===== src/rtl/core/ccv_pkg.sv =====
// ccv_pkg: shared constants and types for the column vote core.
// Vote slot indices, input and result symbol codes, result record type.
// No dependencies.
package ccv_pkg;

	localparam int MAX_FAMILY_DEF = 255;

	// vote slot order
	localparam int VOTE_A     = 0;
	localparam int VOTE_C     = 1;
	localparam int VOTE_G     = 2;
	localparam int VOTE_T     = 3;
	localparam int VOTE_N     = 4;
	localparam int VOTE_D     = 5;
	localparam int VOTE_I     = 6;
	localparam int VOTE_COUNT = 7;

	// reference base codes
	localparam logic [2:0] REF_A = 3'd1;
	localparam logic [2:0] REF_C = 3'd2;
	localparam logic [2:0] REF_G = 3'd3;
	localparam logic [2:0] REF_T = 3'd4;

	// consensus symbol codes
	localparam logic [2:0] SYM_A   = 3'd0;
	localparam logic [2:0] SYM_C   = 3'd1;
	localparam logic [2:0] SYM_G   = 3'd2;
	localparam logic [2:0] SYM_T   = 3'd3;
	localparam logic [2:0] SYM_N   = 3'd4;
	localparam logic [2:0] SYM_GAP = 3'd5;

	typedef struct packed {
		logic [7:0] winning_votes;
		logic [2:0] consensus_symbol;
	} ccv_result_t;

endpackage


===== src/rtl/core/consensus_column_vote_core.sv =====
// consensus_column_vote_core: majority-vote consensus, one symbol per column.
// Seven saturating vote counters, max search, reference bias, priority pick.
// Depends on ccv_pkg.
//
// Channel   Dir  Handshake          Payload
// s_*       in   s_tvalid/s_tready  tdata[2:0] base_code, [5:3] ref_code, tlast column_end
// m_*       out  m_tvalid/m_tready  tdata[2:0] consensus_symbol, [10:3] winning_votes
//
// One symbol per cycle while s_tready is high. The counter update, seven-way
// maximum and priority pick sit between the input transfer and the result
// register; a stalled output parks the result in the skid register instead.
// A result register plus a skid register part the two sides; s_tready is a
// register output and drops only while the skid register holds a result.
// arst_n clears counters and valid flags at once.
module consensus_column_vote_core
	import ccv_pkg::*;
#(
	parameter int MAX_FAMILY = MAX_FAMILY_DEF
) (
	input  logic        clk,
	input  logic        arst_n,
	input  logic        s_tvalid,
	output logic        s_tready,
	input  logic [7:0]  s_tdata,   // [2:0] base_code, [5:3] ref_code, [7:6] zero
	input  logic        s_tlast,   // column_end
	output logic        m_tvalid,
	input  logic        m_tready,
	output logic [15:0] m_tdata    // [2:0] consensus_symbol, [10:3] winning_votes, [15:11] zero
);

	localparam int CW = $clog2(MAX_FAMILY + 1);
	localparam int XW = (CW > 8) ? CW : 8;
	localparam logic [CW-1:0] CNT_MAX = CW'(MAX_FAMILY);

	logic [2:0] base_code;
	logic [2:0] ref_code;
	logic       s_xfer;
	logic       res_valid;

	logic [CW-1:0] cnt_q   [VOTE_COUNT];
	logic [CW-1:0] cnt_nxt [VOTE_COUNT];
	logic [CW-1:0] cnt_bias[VOTE_COUNT];
	logic [CW-1:0] mx;
	logic [XW-1:0] mx_x;
	logic [3:0]    bias;       // lanes A, C, G, T
	logic          bias_any;
	logic [2:0]    slot;

	ccv_result_t res;
	ccv_result_t out_q;
	ccv_result_t skid_q;
	logic        out_valid_q;
	logic        skid_valid_q;

	assign base_code = s_tdata[2:0];
	assign ref_code  = s_tdata[5:3];
	assign s_tready  = !skid_valid_q;
	assign s_xfer    = s_tvalid && s_tready;
	assign res_valid = s_xfer && s_tlast;

	// unused code 7 counts as an N vote
	assign slot = (base_code == 3'd7) ? 3'(VOTE_N) : base_code;

	// per-lane saturating increment
	always_comb begin
		for (int k = 0; k < VOTE_COUNT; k++) begin
			cnt_nxt[k] = cnt_q[k];
			if (slot == 3'(k) && cnt_q[k] != CNT_MAX) begin
				cnt_nxt[k] = cnt_q[k] + CW'(1);
			end
		end
	end

	always_comb begin
		mx = '0;
		for (int k = 0; k < VOTE_COUNT; k++) begin
			if (cnt_nxt[k] > mx) begin
				mx = cnt_nxt[k];
			end
		end
	end

	// reference bias: only a winning reference base suppresses its rivals
	assign bias[VOTE_A] = (ref_code == REF_A) && (cnt_nxt[VOTE_A] == mx);
	assign bias[VOTE_C] = (ref_code == REF_C) && (cnt_nxt[VOTE_C] == mx);
	assign bias[VOTE_G] = (ref_code == REF_G) && (cnt_nxt[VOTE_G] == mx);
	assign bias[VOTE_T] = (ref_code == REF_T) && (cnt_nxt[VOTE_T] == mx);
	assign bias_any     = |bias;

	always_comb begin
		for (int k = 0; k < VOTE_COUNT; k++) begin
			cnt_bias[k] = cnt_nxt[k];
		end
		for (int k = VOTE_A; k <= VOTE_T; k++) begin
			if (bias_any && !bias[k]) begin
				cnt_bias[k] = '0;
			end
		end
		if (bias_any) begin
			cnt_bias[VOTE_D] = '0;
		end
	end

	assign mx_x = XW'(mx);

	always_comb begin
		res.winning_votes = (mx_x > XW'(255)) ? 8'hFF : mx_x[7:0];
		priority if (cnt_bias[VOTE_I] == mx) begin
			res.consensus_symbol = SYM_GAP;
		end else if (cnt_bias[VOTE_G] == mx) begin
			res.consensus_symbol = SYM_G;
		end else if (cnt_bias[VOTE_C] == mx) begin
			res.consensus_symbol = SYM_C;
		end else if (cnt_bias[VOTE_T] == mx) begin
			res.consensus_symbol = SYM_T;
		end else if (cnt_bias[VOTE_A] == mx) begin
			res.consensus_symbol = SYM_A;
		end else if (cnt_bias[VOTE_D] == mx) begin
			res.consensus_symbol = SYM_GAP;
		end else begin
			res.consensus_symbol = SYM_N;
		end
	end

	// counters clear after every column end
	always_ff @(posedge clk or negedge arst_n) begin
		if (!arst_n) begin
			for (int k = 0; k < VOTE_COUNT; k++) begin
				cnt_q[k] <= '0;
			end
		end else if (s_xfer) begin
			for (int k = 0; k < VOTE_COUNT; k++) begin
				cnt_q[k] <= s_tlast ? '0 : cnt_nxt[k];
			end
		end
	end

	// result register with skid stage
	always_ff @(posedge clk or negedge arst_n) begin
		if (!arst_n) begin
			out_valid_q  <= 1'b0;
			skid_valid_q <= 1'b0;
		end else if (m_tready || !out_valid_q) begin
			if (skid_valid_q) begin
				out_valid_q  <= 1'b1;
				skid_valid_q <= 1'b0;
			end else begin
				out_valid_q <= res_valid;
			end
		end else if (res_valid) begin
			skid_valid_q <= 1'b1;
		end
	end

	always_ff @(posedge clk) begin
		if (m_tready || !out_valid_q) begin
			out_q <= skid_valid_q ? skid_q : res;
		end else if (res_valid) begin
			skid_q <= res;
		end
	end

	assign m_tvalid = out_valid_q;
	assign m_tdata  = {5'b0, out_q.winning_votes, out_q.consensus_symbol};

	// the skid register is only ever filled behind a stalled result
	a_skid_behind_out: assert property (@(posedge clk) disable iff (!arst_n)
		skid_valid_q |-> out_valid_q)
		else $error("skid holds a result while the output is empty");

	// m_tvalid is always high in the cycle after a column end is taken
	a_result_follows: assert property (@(posedge clk) disable iff (!arst_n)
		(s_tvalid && s_tready && s_tlast) |=> m_tvalid)
		else $error("column end without a result");

	// counters are clear after a column end
	a_counters_clear: assert property (@(posedge clk) disable iff (!arst_n)
		(s_tvalid && s_tready && s_tlast) |=>
		(cnt_q[VOTE_A] == '0 && cnt_q[VOTE_C] == '0 && cnt_q[VOTE_G] == '0 &&
		 cnt_q[VOTE_T] == '0 && cnt_q[VOTE_N] == '0 && cnt_q[VOTE_D] == '0 &&
		 cnt_q[VOTE_I] == '0))
		else $error("vote counters not cleared after column end");

	// every column holds at least one vote
	a_votes_nonzero: assert property (@(posedge clk) disable iff (!arst_n)
		m_tvalid |-> (m_tdata[10:3] != 8'd0))
		else $error("result with zero winning votes");

endmodule

===== config.mk =====
export PLATFORM = sky130hd
export DESIGN_NAME = consensus_column_vote_core
export DESIGN_NICKNAME = d
export VERILOG_FILES = /design/src/rtl/core/ccv_pkg.sv /design/src/rtl/core/consensus_column_vote_core.sv
export SDC_FILE = /design/constraint.sdc
export NUM_CORES = 1
export LEC_CHECK = 0
export BUFFER_PORTS_ARGS = -buffer_cell sky130_fd_sc_hd__buf_4
export CORE_MARGIN = 5
export CORE_UTILIZATION = 56
export DETAILED_ROUTE_END_ITERATION = 10
export PLACE_DENSITY_LB_ADDON = 0.12
export SETUP_SLACK_MARGIN = 0.3
export SLEW_MARGIN = 10
export SYNTH_ARGS = -nofsm -noshare
export SYNTH_HDL_FRONTEND = slang
export SYNTH_SLANG_ARGS = --single-unit

===== constraint.sdc =====
create_clock -name clk -period 13.9 [get_ports clk]
set_clock_uncertainty 0.2 [all_clocks]
set_input_delay 2.085 -clock clk [delete_from_list [all_inputs] [get_ports clk]]
set_output_delay 2.085 -clock clk [all_outputs]
set_load 0.03 [all_outputs]

After elaboration in Yosys (flattened, before gate mapping)
Cells that the tools add are included.
Storage, ports and cells
  register bits after elaboration: 80
  latch bits: 0
  bits in writable memories: 0
  ROM bits: 0
  input port bits: 13
  output and inout bits: 18
  logic and storage cells: 123
  memories kept: 0
Operators by class
  $add $sub $neg: 7
  $mul: 0
  divide/modulo/power cells: 0
  order comparisons: 8
  equality and inequality tests: 28
  shifts and indexed selects: 0
  mux-type cells: 38
  bitwise operators: 1
  reduce and logical (&&, ||, !) cells: 28
Operators by type and width (count)
  two-way mux 8 bit: 27
  == test 8 bit: 10
  adder 8 x 1 -> 8 bit, second input constant: 7
  != test 8 bit, second input constant: 7
  > comparator 8 bit: 6
  two-way mux 3 bit: 6
  logical AND 1 bit: 17
  == test 3 bit, second input constant: 5
  == test 3 x 2 -> 1 bit, second input constant: 4
  two-way mux 11 bit: 1
  > comparator 8 x 1 -> 1 bit, second input constant: 1
  > comparator 8 bit, second input constant: 1
  == test 3 x 1 -> 1 bit, second input constant: 2
  logical NOT 1 bit: 6
  two-way mux 1 bit: 4
  OR reduction 4 bit: 1
  logical NOT 3 bit: 1
  AND reduction 2 bit: 1
  nonzero test 2 bit: 1
  logical OR 1 bit: 1
  inverter 1 bit: 1

Longest topological paths before layout
  depth in word-level cells: 31
  depth in mapped cells: 74
  gate-level depth less buffers: 68

Least setup slack after synthesis
No wires, ideal clock.
  path kind: input to register
  start point: input s_tdata[2]
  end point: register out_q (netlist bit m_tdata[0]), data pin
  setup time: 0.190 ns
  arrival: 15.527 ns
  required time: 13.510 ns
  path slack: -2.017 ns
  stages: 66
  path buffers: 8
  path through: buf_4 -> or3_1 -> a31oi_2 -> and3_1 -> nand4_1 -> xor2_1 -> ha_1 -> a211oi_1 -> nor2_1 -> nor4bb_1 -> nor3_1 -> or2_2 -> ha_1 -> nor2b_1 -> o211ai_1 -> a211oi_1 -> or2_2 -> buf_1 -> (+30 left out) -> o21a_1 -> o21ai_0 -> nand2b_1 -> a21oi_1 -> o21ai_0 -> o21a_1 -> clkbuf_1 -> clkbuf_1 -> clkbuf_1 -> o21ai_2 -> xor2_1 -> nor4_1 -> nand3_1 -> clkbuf_1 -> a211o_1 -> o211ai_2 -> a311oi_1 -> a2111oi_2
Between the ends
  longest elaborated chain between the ends: 31
  elaborated cells on any way between the ends: 72
  classes of those cells: order compare (7); eq/ne (17); mux (27); reduce/logical (21)
Ends and longest elaborated chain
  start, declared: line consensus_column_vote_core.sv:24  | input logic [7:0] s_tdata,
  == test 3 bit: line consensus_column_vote_core.sv:62  | assign slot = (base_code == 3'd7) ? 3'(VOTE_N) : base_code;
  two-way mux 3 bit *: line consensus_column_vote_core.sv:62
  logical NOT 3 bit: line consensus_column_vote_core.sv:68  | if (slot == 3'(k) && cnt_q[k] != CNT_MAX) begin
  logical AND 1 bit: line consensus_column_vote_core.sv:68
  two-way mux 8 bit: line consensus_column_vote_core.sv:68
  > comparator 8 x 1 -> 1 bit: line consensus_column_vote_core.sv:77  | if (cnt_nxt[k] > mx) begin
  two-way mux 8 bit: line consensus_column_vote_core.sv:77
  > comparator 8 bit: line consensus_column_vote_core.sv:77
  (+15 left out)
  == test 8 bit or two-way mux 8 bit (tied branches): line consensus_column_vote_core.sv:118, consensus_column_vote_core.sv:95
  two-way mux 1 bit or == test 8 bit (tied branches): line consensus_column_vote_core.sv:118, consensus_column_vote_core.sv:116
  two-way mux 3 bit: line consensus_column_vote_core.sv:116  | end else if (cnt_bias[VOTE_A] == mx) begin
  two-way mux 3 bit: line consensus_column_vote_core.sv:114  | end else if (cnt_bias[VOTE_T] == mx) begin
  two-way mux 3 bit: line consensus_column_vote_core.sv:112  | end else if (cnt_bias[VOTE_C] == mx) begin
  two-way mux 3 bit: line consensus_column_vote_core.sv:110  | end else if (cnt_bias[VOTE_G] == mx) begin
  two-way mux 3 bit *: line consensus_column_vote_core.sv:108  | priority if (cnt_bias[VOTE_I] == mx) begin
  two-way mux 11 bit *: line consensus_column_vote_core.sv:157  | out_q <= skid_valid_q ? skid_q : res;
  end signal, assigned: line consensus_column_vote_core.sv:157
  end, declared: line consensus_column_vote_core.sv:50  | ccv_result_t out_q;
Mark *: on every way between the ends. The rest lies on a longest branch, timed or not.
A chain may end at the register's enable or synchronous reset.

Worst setup path in the final report
  start point: input s_tdata[0]
  end point: register out_q (netlist bit m_tdata[0]), data pin
Same word-level chain as after synthesis.

==> metrics.md <==
| Metric | Value |
|---|---|
| Status | `finished with violations` |
| Violated checks | `setup timing` |
| Post-Synth XOR/XNOR Area | `0.0799` |
| Slew Limit Headroom | `0.335` |
| Largest family of logic cells by synthesized area | `compound AO/OA/AOI/OAI gates` |
| Worst r2r src | `cnt_q[48]$_DFFE_PN0P_` |
| ANT nets after route | `0` |
| Final setup fails | `6` |
| Top cell type's share of synthesized area | `0.184` |
| CP Data Required Time | `13.80 ns` |
| Yosys cell types | `94` |
| Starting density of the core | `0.571` |
| Sequential-to-total area share from yosys stat | `0.268` |
| Startpoint types | `input port` |
| PnR worst setup slack | `-1.03 ns` |
| Row count | `43` |
| Skew-Pair Late Insertion Delay | `0.36 ns` |
| Mapped Area | `7890 um^2` |
| Filler cells | `892` |
| GPL Wtd Cong | `0.990` |
| Register-to-Register Path Depth | `68` |
| Hold Startpoint | `cnt_q[23]$_DFFE_PN0P_` |
| Post-route minimum period | `14.93 ns` |
| Finished Core Util | `0.812` |
| DR pass1 iterations | `6` |
| Share of layout cells above drive strength 1 | `0.373` |
| Synth top cells by count | `nand2_1 (106), o21ai_0 (90), nor2_1 (63)` |
| Max-slew violation count | `0` |
| Crit Reg-Reg Endpoint | `m_tdata[0]$_DFFE_PN_` |
| Syn Area/Cell | `8.23 um^2` |
| Hpwl dp | `20000 um` |
| Compound-Gate Fraction of Synth Area | `0.234` |
| Hold WC Path Type | `flip-flop to flip-flop` |
| Hold Path Depth | `2` |
| Synth area leaders | `dfrtp_1 (18%), edfxtp_1 (8.4%), ha_1 (7.8%)` |
| Max-Cap Viols | `0` |
| Synth Flop Type | `dfrtp_1` |
| Critical path buffer and inverter count | `13` |
| DR vias | `9043` |
| Port Buffers | `23` |
| Post-synthesis mux area share | `0.0563` |
| Area occupied by multi-input gates | `6310 um^2` |
| Slew @ Worst Pin | `0.970 ns` |
| CTS tree | `built` |
| Syn Inst Count | `959` |
| DIE AREA | `16600 um^2` |
| Die height | `129 um` |
| Gr usage total | `0.344` |
| Post-synthesis adder-cell area fraction | `0.0802` |
| Largest delay contributor family on the critical path | `compound AO/OA/AOI/OAI gates` |
| RSZ-0062 raised after global routing | `true` |
| Max incr delay on CP | `0.52 ns` |
| Final routed DRC violation total | `0` |
| Routed WL per cell | `21.8 um` |
| Critical path class | `input port to flip-flop` |
| Largest net degree at the start of global routing | `59` |
| Vias in the first global route | `8402` |
| H-tree depth | `3` |
| Worst EP arrival | `14.83 ns` |
| First-pass GRT wire length | `44800 um` |
| CTS Sinks | `80` |
| Flop-to-flop setup slack | `0.23 ns` |
| Simple-Gate Fraction of Synth Area | `0.232` |
| Total gr overflow | `0` |
| CTS Buffer Depth | `2` |
| Fin. Hold Viols | `0` |
| 1st-iter DRT viols | `1088` |
| Seq cells post-synth | `80` |
| CP max FO | `7` |
| Clk slew on worst S/H paths | `0.07 ns` |
| Worst hold endpoint | `cnt_q[23]$_DFFE_PN0P_` |
| Clk root buf | `clkbuf_16` |
| Most frequent cell on the critical path | `buf_4` |
| Die width | `129 um` |
| CTS Buf Count | `9` |
| Total Wirelength | `30100 um` |
| Post-synth ARST share | `0.725` |
| DP Worst Slack | `-1.62 ns` |
| Most common cell in the netlist | `nand2_1` |
| Critical-path top delay cell | `or4_4` |
| Sequential cell area | `2110 um^2` |
| Area growth, synth to finish | `42.2%` |
| Initial antenna violation count | `0` |
| Yosys top cell by area | `dfrtp_1` |
| Synth Warn # | `0` |
| I/O pin total | `31` |
| Tcrit/Tclk final | `1.07` |
| EDFF count, synth | `22` |
| Diode count | `0` |
| Layout net count | `1253` |
| Core Box Area | `13800 um^2` |
| Nature of the critical path endpoint | `flip-flop` |
| Max Clock Freq | `67.0 MHz` |
| Vias per inst | `6.57` |
[tightest hold or removal path: stages, from the launching register on]
cell     delay (ns)
dfrtp_1        0.37
nand2_1        0.05
o21ai_0        0.07
[cells in the final DEF, fill, tap and decap left out, types with 17 or more instances in the layout]
cell type,Yosys,layout
xor2_1,20,19
dfrtp_1,58,58
nand3_1,38,32
nand2_1,106,95
nor3_1,23,17
buf_4,6,229
inv_1,47,44
a21oi_1,34,18
nand4_1,28,28
nor2_1,63,56
o21ai_0,90,73
edfxtp_1,22,22
xnor2_1,52,51
buf_6,2,25
ha_1,49,38
[worst max path at each step]
stage,from,to,cells past startpoint
after floorplan,s_tdata[2],m_tdata[2]$_DFFE_PN_,64
after global placement,s_tdata[0],m_tdata[0]$_DFFE_PN_,64
after detailed placement,s_tdata[0],m_tdata[0]$_DFFE_PN_,61
after CTS,s_tdata[1],m_tdata[0]$_DFFE_PN_,64
after global routing,s_tdata[0],m_tdata[0]$_DFFE_PN_,71
final,s_tdata[0],m_tdata[0]$_DFFE_PN_,68
[what timing repair did]
action	4_1_cts	5_1_grt
endpoints found under the setup margin	8	15
hold buffers	0	0
gates cloned	1	0
pin swaps	47	54
buffers inserted	30	25
resized for setup	112	65
[per-stage QoR]
stage	TNS (ns)	hold slack (ns)	cells	area (um^2)
after floorplan	-3.63	0.285	963	8160
after global routing	-8.69	0.374	1376	11200
final	-5.63	0.331	1376	11200
after detailed placement	-8.76	0.312	1304	9680
after CTS	-1.66	0.337	1351	10700
after global placement	-6.66	0.309	1304	9680
[routing by layer]
layer / share of wire / vias to the layer above / GRT usage / wire length [um]
li1: - / 4031 / - / -
met1: 0.39 / 4317 / 0.432 / 11600
met2: 0.47 / 547 / 0.580 / 14200
met3: 0.084 / 148 / 0.0552 / 2520
met4: 0.057 / 0 / 0.154 / 1720
met5: 0 / - / 0 / 0
[logic make-up after synthesis]
family	Yosys count
buffers and inverters	92
adders and majority gates	51
DFF	80
xor gates and xnor gates	72
muxes	39
other	1
AOI/OAI and AO/OA	264
and+or+nand+nor	360
[layout make-up]
cell class / count / share of cell area
multi-input combinational: 791 / 0.563
sequential: 80 / 0.188
timing repair buffer: 259 / 0.185
clock buffer: 12 / 0.0230
tap: 180 / 0.0201
inverter: 50 / 0.0169
clock inverter: 4 / 0.00457
[flip-flops by register name (all words and copies together), names as in the netlist]
register,count
skid_valid_q,1
m_tvalid,1
m_tdata,11
skid_q,11
cnt_q,56
Power is left out: the tool's default activity adds up to more than one toggle a clock period on the data nets, which glitch-free logic cannot reach.
